File: src/scm_pkg.sv
// ----------------------------------------------------------------------------
// scm_pkg: shared types and constants of the sigma-clipped common-mode block
// Store size, field widths, register indexes and sequencer states.
// ----------------------------------------------------------------------------
package scm_pkg;

  localparam int MaxSamples = 128;
  localparam int AddrW      = $clog2(MaxSamples);
  localparam int CntW       = $clog2(MaxSamples + 1);
  localparam int SampleW    = 16;
  // Sum of all samples, then shifted by 8 fraction bits.
  localparam int SumW       = SampleW + CntW;
  localparam int MeanW      = SumW + 8;
  // Deviation magnitude, its square, and the sum of squares.
  localparam int DevW       = SampleW + 8 + 1;
  localparam int SqW        = 2 * DevW;
  localparam int SumSqW     = SqW + CntW;
  // Both sides of the keep compare.
  localparam int CmpW       = SumSqW + 8;

  localparam logic [0:0] RegMaxIter = 1'b0;
  localparam logic [0:0] RegClip    = 1'b1;

  typedef enum logic [3:0] {
    ST_LOAD,
    ST_SUM,
    ST_DIV,
    ST_SQ,
    ST_CLIP,
    ST_NEXT,
    ST_OUT
  } state_t;

  // Commands from the sequencer to the divider.
  typedef struct packed {
    logic start;
  } div_ctl_t;

endpackage

File: src/scm_div.sv
// ----------------------------------------------------------------------------
// scm_div: restoring divider, one quotient bit per cycle
// Computes floor(num / den) for the pass mean.
// ----------------------------------------------------------------------------
module scm_div
  import scm_pkg::*;
(
  input  logic             clk,
  input  logic             rst,
  input  div_ctl_t         ctl,
  input  logic [MeanW-1:0] num,
  input  logic [CntW-1:0]  den,
  output logic             busy,
  output logic [MeanW-1:0] quot
);

  localparam int StepW = $clog2(MeanW + 1);

  logic [MeanW-1:0] rem;
  logic [MeanW-1:0] rem_next;
  logic [MeanW-1:0] dvd;
  logic [CntW-1:0]  dvs;
  logic [StepW-1:0] steps;
  logic [MeanW:0]   trial;

  // Shift in one dividend bit and try a subtract.
  always_comb begin
    trial    = {rem, dvd[MeanW-1]};
    rem_next = trial[MeanW-1:0];
    if (trial >= {{(MeanW + 1 - CntW){1'b0}}, dvs}) begin
      rem_next = MeanW'(trial - {{(MeanW + 1 - CntW){1'b0}}, dvs});
    end
  end

  always_ff @(posedge clk) begin
    if (rst) begin
      busy  <= 1'b0;
      steps <= '0;
    end else if (ctl.start) begin
      busy  <= 1'b1;
      steps <= StepW'(MeanW);
      rem   <= '0;
      dvd   <= num;
      dvs   <= den;
      quot  <= '0;
    end else if (busy) begin
      rem   <= rem_next;
      dvd   <= {dvd[MeanW-2:0], 1'b0};
      quot  <= {quot[MeanW-2:0], (trial >= {{(MeanW + 1 - CntW){1'b0}}, dvs})};
      steps <= steps - 1'b1;
      if (steps == StepW'(1)) begin
        busy <= 1'b0;
      end
    end
  end

endmodule

File: config.mk
export PLATFORM = sky130hd
export DESIGN_NAME = scm_div
export DESIGN_NICKNAME = d
export VERILOG_FILES = /design/src/scm_pkg.sv /design/src/scm_div.sv
export SDC_FILE = /design/constraint.sdc
export NUM_CORES = 1
export LEC_CHECK = 0
export BUFFER_PORTS_ARGS = -buffer_cell sky130_fd_sc_hd__clkbuf_2
export CAP_MARGIN = 10
export CORE_MARGIN = 10
export CORE_UTILIZATION = 50
export DETAILED_ROUTE_END_ITERATION = 12
export PLACE_DENSITY = 0.81
export SYNTH_ARGS = -nofsm -noshare
export SYNTH_HDL_FRONTEND = slang
export SYNTH_SLANG_ARGS = --single-unit
File: constraint.sdc
create_clock -name clk -period 6.45 [get_ports clk]
set_input_delay 0.645 -clock clk [delete_from_list [all_inputs] [get_ports clk]]
set_output_delay 0.645 -clock clk [all_outputs]
set_load 0.1 [all_outputs]
Yosys cells after proc, flatten, opt, wreduce, memory -nomap -nowiden --
Index checks and enable logic that the tools add are counted.
Operators by class: add/sub/neg operators 2, eq/ne operators 1, reduce and logical (&&, ||, !) cells 4, muxes and demuxes 10, bitwise logic cells 1, $lt $le $gt $ge 1
Operators with widths (number):
- $mux 32 | 5
- $ge 33x8->1 | 1
- $sub 32x8->32 | 1
- $mux 6 | 2
- $eq 6x1->1 const B | 1
- $sub 6x1->6 const B | 1
- $reduce_and 2->1 | 2
- $mux 1 | 3
- $reduce_bool 2->1 | 1
- $reduce_or 2->1 | 1
- $not 1->1 | 1
Storage, ports and cells: output and inout bits 33, register bits 111, word-level logic and storage cells 26, input port bits 43

Logic depth before layout (Yosys ltp) --
depth after elaboration 4, mapped depth 10

Least setup slack after synthesis --
No wires, ideal clock.
path kind reg2reg, start register busy, end register busy, cell stages (with the launch flop) 4, period minus slack after synthesis 5.834 ns, path slack 0.616 ns, path buffers 0, data arrival time 5.759 ns, library setup time 0.075 ns, cell sequence dfxtp_1 > nor2_1 > nor2_1 > o41a_1
On the way: word-level cells in the longest chain between the ends 2
Ends and longest elaborated chain:
- start, declared | line scm_div.sv:13 | output logic busy,
- start signal, assigned | line scm_div.sv:37 | busy <= 1'b0;
- start signal, assigned | line scm_div.sv:40 | busy <= 1'b1;
- start signal, assigned | line scm_div.sv:52 | busy <= 1'b0;
- $mux 1 | line scm_div.sv:46 | end else if (busy) begin
- $mux 1 | line scm_div.sv:39 | end else if (ctl.start) begin
No other way between the ends. A chain may end at the register's enable or synchronous reset.

Worst setup path after layout --
start register rem[3], end register rem[11] (data pin)
On the way: word-level cells in the longest chain between the ends 3, elaborated cells between the ends (all ways) 4, classes of those cells add/sub: 1; order compare: 1; mux: 2
Ends and longest elaborated chain:
- start, declared | line scm_div.sv:19 | logic [MeanW-1:0] rem;
- start signal, assigned | line scm_div.sv:47 | rem <= rem_next;
- $sub 32x8->32 / $ge 33x8->1 (equally long branches) | line scm_div.sv:31, scm_div.sv:30
- $mux 32 * | line scm_div.sv:30 | if (trial >= {{(MeanW + 1 - CntW){1'b0}}, dvs}) begin
- $mux 32 * | line scm_div.sv:46
Every way passes the cells marked *; elsewhere a longest branch is shown, timed or not. The select of a mux whose other input is x is not followed.

==> flow_results.org <==
** Placement
- Routability-driven placement finished with a final weighted congestion of 0.895.
- Detailed-placement wirelength estimate :: 7300 um
- Port Buffer Count :: 75
- After detailed placement, the total cell area comes to 5850 um^2.

** Clock tree
- For the worst-skew pair, the clock arrives at the later sink with an insertion delay of 380 ps.
- CTS tree :: done
- Cell at the root of the clock tree :: sky130_fd_sc_hd__clkbuf_8
- Sinks on Clock Net :: 111
- Buffer levels on the longest clock path :: 2
- The clock tree synthesis step divided the H-tree into 3 levels.
- Count of buffers added by post-CTS timing repair for setup :: 0
- Post-cts sizing count :: 0
- Hold-fix buffers at CTS :: 0
- Buffers inserted during clock tree synthesis total 9.
- Post-CTS clock slew at the launch and capture registers of the worst setup and hold paths :: 100 ps

** Timing
- Final Hold Violating Endpoints :: 0
- The number of max-slew violations in the final report is 0.
- Total negative slack for setup checks :: 0 ps
- Setup violations remaining at the end of the flow were counted as 0.
- Slew @ Worst Pin :: 1160 ps
- Headroom to the max-slew limit came out at 22.6%.
- For the finished layout, the period the worst path requires is 3090 ps.
- After layout, the worst path uses 47.9% of the clock period.
- Setup Skew :: 7.56 ps
- Derived from the worst setup path, the maximum achievable clock frequency is 324 MHz.
- Setup repair after global routing left no endpoint under its margin.

** Synth
- Number of instances in the synthesized netlist :: 425
- The synthesized design contains 104 enable-type register cells.
- Synthesis produced a netlist with a net count of 479.
- Area leader, netlist :: sky130_fd_sc_hd__edfxtp_1
- Warnings from Yosys :: 0
- Count of cell types in the netlist :: 54
- By area the synthesized netlist is led by sky130_fd_sc_hd__edfxtp_1, sky130_fd_sc_hd__mux2_2, sky130_fd_sc_hd__nor2b_1.
- Of the post-synthesis cell area, the dominant cell type holds 58.1%.
- In the synthesized netlist the async set-or-reset flop fraction comes to 0%.
- Among all flip-flop cells after synthesis, the most frequent one is sky130_fd_sc_hd__edfxtp_1.
- Avg Synthesized Cell Area :: 12.6 um^2
- For this run, the register share of the synthesized area comes to 60.7%.
- Register bit count reported by yosys :: 111
- In this run the cell area of the synthesized design comes to 5370 um^2.

** Global route
- For this run the aggregate overflow at the end of global routing stands at 0.
- The number of global-route vias before repair is 3587.
- Pin count of the biggest net entering global routing :: 94
- In the global route stage, overall resource usage came out at 14.5%.
- The initial antenna violation count was 0.
- The first global-routing pass estimated 17500 um of wire.

** Power and ir drop
- For this design the static power due to leakage is 2.25 nW.
- Power spread over the standard cell area amounts to 266 nW/um^2.
- Largest vdd supply drop :: 0.184 mV

** Outcome
- Run status :: complete, no violations

** Routing
- Routed WL :: 10600 um
- Vias post-DR :: 3551
- The first routing iteration left 275 violations.
- Final routed DRC violation total :: 0
- Detail-routed net length per standard cell :: 16.7 um
- DRT Pass-1 Iters :: 5
- Using the TritonRoute via totals, the vias-per-cell ratio works out to 5.60.
- Post-DRT Antenna Nets :: 0

** Floorplanning
- Placeable Area :: 10400 um^2
- From bottom edge to top edge, the die measures 124 um.
- Die area :: 15300 um^2
- Effective utilization at floorplan :: 51.6%
- Row generation in the floorplan step produced 37 rows.
- I/O pin total :: 76
- Horiz. Die Dim :: 124 um

** Finish
- From synthesis to final layout, the design area changed by 12.8%.
- The net count of the finished layout is 547.
- With fillers left out, the area of the finished cells amounts to 6060 um^2.
- Ant. Diodes :: 0
- Number of filler instances in the final layout :: 823
- The post-route netlist has 26.5% of its cells at a drive strength greater than 1.

** Job
- Count of maximum capacitance violations :: 0

** Worst hold path
- Hold Crit Depth :: 1
- Class of the tightest hold or removal check :: in2reg
- WHS Endpoint :: dvs[7]
- Worst min-delay path startpoint :: den[7]

** Critical path
- Launching point of the worst reg2reg path :: rem[3]
- For flop-to-flop paths, the worst setup slack is 3360 ps.
- STA puts the critical path data arrival time at 3220 ps.
- Critical Path Start :: rem[3]
- At the worst endpoint, the required time is 6580 ps.
- Element type at the critical path start :: flop
- The endpoint identified for the worst register-to-register timing path is rem[11].
- The worst setup path is of the reg2reg kind.
- Max Fanout on Critical Path :: 16
- Length in cells of the worst reg-to-reg path :: 7
- The worst setup path is captured at a flop.
[flip-flops by register name, indices dropped and copies added, names as in the netlist]
register	flops
steps	6
quot	32
rem	32
busy	1
dvd	32
dvs	8
[metrics by stage]
step / setup slack (ps) / instances / hold slack, ps / total power [mW] / utilization, %
after floorplan: 616 / 425 / 469 / 1.12 / -
after global placement: 3510 / 618 / 486 / 1.17 / 56.2
after detailed placement: 3390 / 618 / 507 / 1.18 / 56.2
after CTS: 3370 / 634 / 432 / 1.62 / 58.2
after global routing: 3090 / 634 / 428 / 1.67 / 58.2
final: 3360 / 634 / 444 / 1.61 / 58.2
[placed cells by master (no fill, tap or decap), types with 3 or more instances in the layout]
master                     instances
sky130_fd_sc_hd__a211oi_1          4
sky130_fd_sc_hd__a21o_1            4
sky130_fd_sc_hd__a21oi_1          20
sky130_fd_sc_hd__and3_1            4
sky130_fd_sc_hd__buf_4             3
sky130_fd_sc_hd__clkbuf_1          3
sky130_fd_sc_hd__clkbuf_2         74
sky130_fd_sc_hd__clkbuf_8          9
sky130_fd_sc_hd__dfxtp_1           7
sky130_fd_sc_hd__edfxtp_1        104
sky130_fd_sc_hd__ha_1             10
sky130_fd_sc_hd__inv_1            13
sky130_fd_sc_hd__mux2_1            3
sky130_fd_sc_hd__mux2_2           33
sky130_fd_sc_hd__nand2_1          24
sky130_fd_sc_hd__nand3_1           8
sky130_fd_sc_hd__nand4_1           3
sky130_fd_sc_hd__nor2_1           36
sky130_fd_sc_hd__nor2b_1          40
sky130_fd_sc_hd__nor3_1           13
sky130_fd_sc_hd__nor4_1            3
sky130_fd_sc_hd__o21ai_0           4
sky130_fd_sc_hd__o31ai_1           7
sky130_fd_sc_hd__or3_1             4
sky130_fd_sc_hd__or4_1            10
sky130_fd_sc_hd__xnor2_1           9
sky130_fd_sc_hd__xor2_1            7
[Yosys cell counts (all sizes together) (6+ instances only)]
| cell type | instances |
|---|---|
| a21oi | 20 |
| buf | 7 |
| clkbuf | 13 |
| dfxtp | 7 |
| edfxtp | 104 |
| ha | 10 |
| inv | 13 |
| mux2 | 36 |
| nand2 | 24 |
| nand3 | 9 |
| nor2 | 38 |
| nor2b | 40 |
| nor3 | 14 |
| o21ai | 6 |
| o31ai | 7 |
| or4 | 10 |
| xnor2 | 9 |
| xor2 | 7 |
[power by group]
group | switching [mW] | total (mW) | leakage (nW) | internal [mW]
logic | 0.197 | 0.285 | 1.08 | 0.0879
clock network | 0.227 | 0.446 | 0.102 | 0.219
registers | 0.0299 | 0.878 | 1.06 | 0.849
total | 0.454 | 1.61 | 2.25 | 1.16
[critical path, cell delays in order (launching register included)]
cell and delay, ps:
sky130_fd_sc_hd__edfxtp_1 400, sky130_fd_sc_hd__ha_1 370, sky130_fd_sc_hd__a21oi_1 280, sky130_fd_sc_hd__o211ai_1 150
sky130_fd_sc_hd__a211oi_1 550, sky130_fd_sc_hd__and3_1 650, sky130_fd_sc_hd__nor4_1 110, sky130_fd_sc_hd__mux2_1 330
[per-layer routing]
| layer | track usage, % | part of all wire, % | vias to the layer above |
|---|---|---|---|
| met4 | 5.97 | 2.0 | 0 |
| met3 | 5.66 | 8.4 | 21 |
| li1 | - | - | 1698 |
| met1 | 18.1 | 42 | 1711 |
| met5 | 0 | 0 | - |
| met2 | 21.9 | 47 | 121 |
[cell type report]
| cell class | count | area [um^2] | area share [%] |
|---|---|---|---|
| Sequential cell | 111 | 3260 | 53.9 |
| Timing Repair Buffer | 77 | 393 | 6.48 |
| Clock inverter | 4 | 72.6 | 1.20 |
| Tap cell | 136 | 170 | 2.81 |
| Multi-Input combinational cell | 281 | 1980 | 32.6 |
| Inverter | 13 | 48.8 | 0.805 |
| Clock buffer | 12 | 135 | 2.23 |
[kinds of logic (layout without fill, tap and decap cells)]
group	Yosys count	after routing	synth area share, %
buffers and inverters	33	106	2.63
adder cells (fa/ha/maj)	11	11	2.70
flip-flops	111	111	60.7
AND/OR/NAND/NOR	160	160	16.1
AO/OA/AOI/OAI	58	58	7.68
multiplexers	36	36	7.54
XOR/XNOR	16	16	2.61
[worst max-delay path by stage]
| stage | end | slack (ps) | cells past startpoint |
|---|---|---|---|
| floorplan | busy | 620 | 3 |
| global placement | rem[11] | 3510 | 7 |
| detailed placement | rem[11] | 3390 | 7 |
| CTS | rem[11] | 3370 | 7 |
| global route | rem[11] | 3090 | 7 |
| finish | rem[11] | 3360 | 7 |
Power figures use the tool's default switching activity.
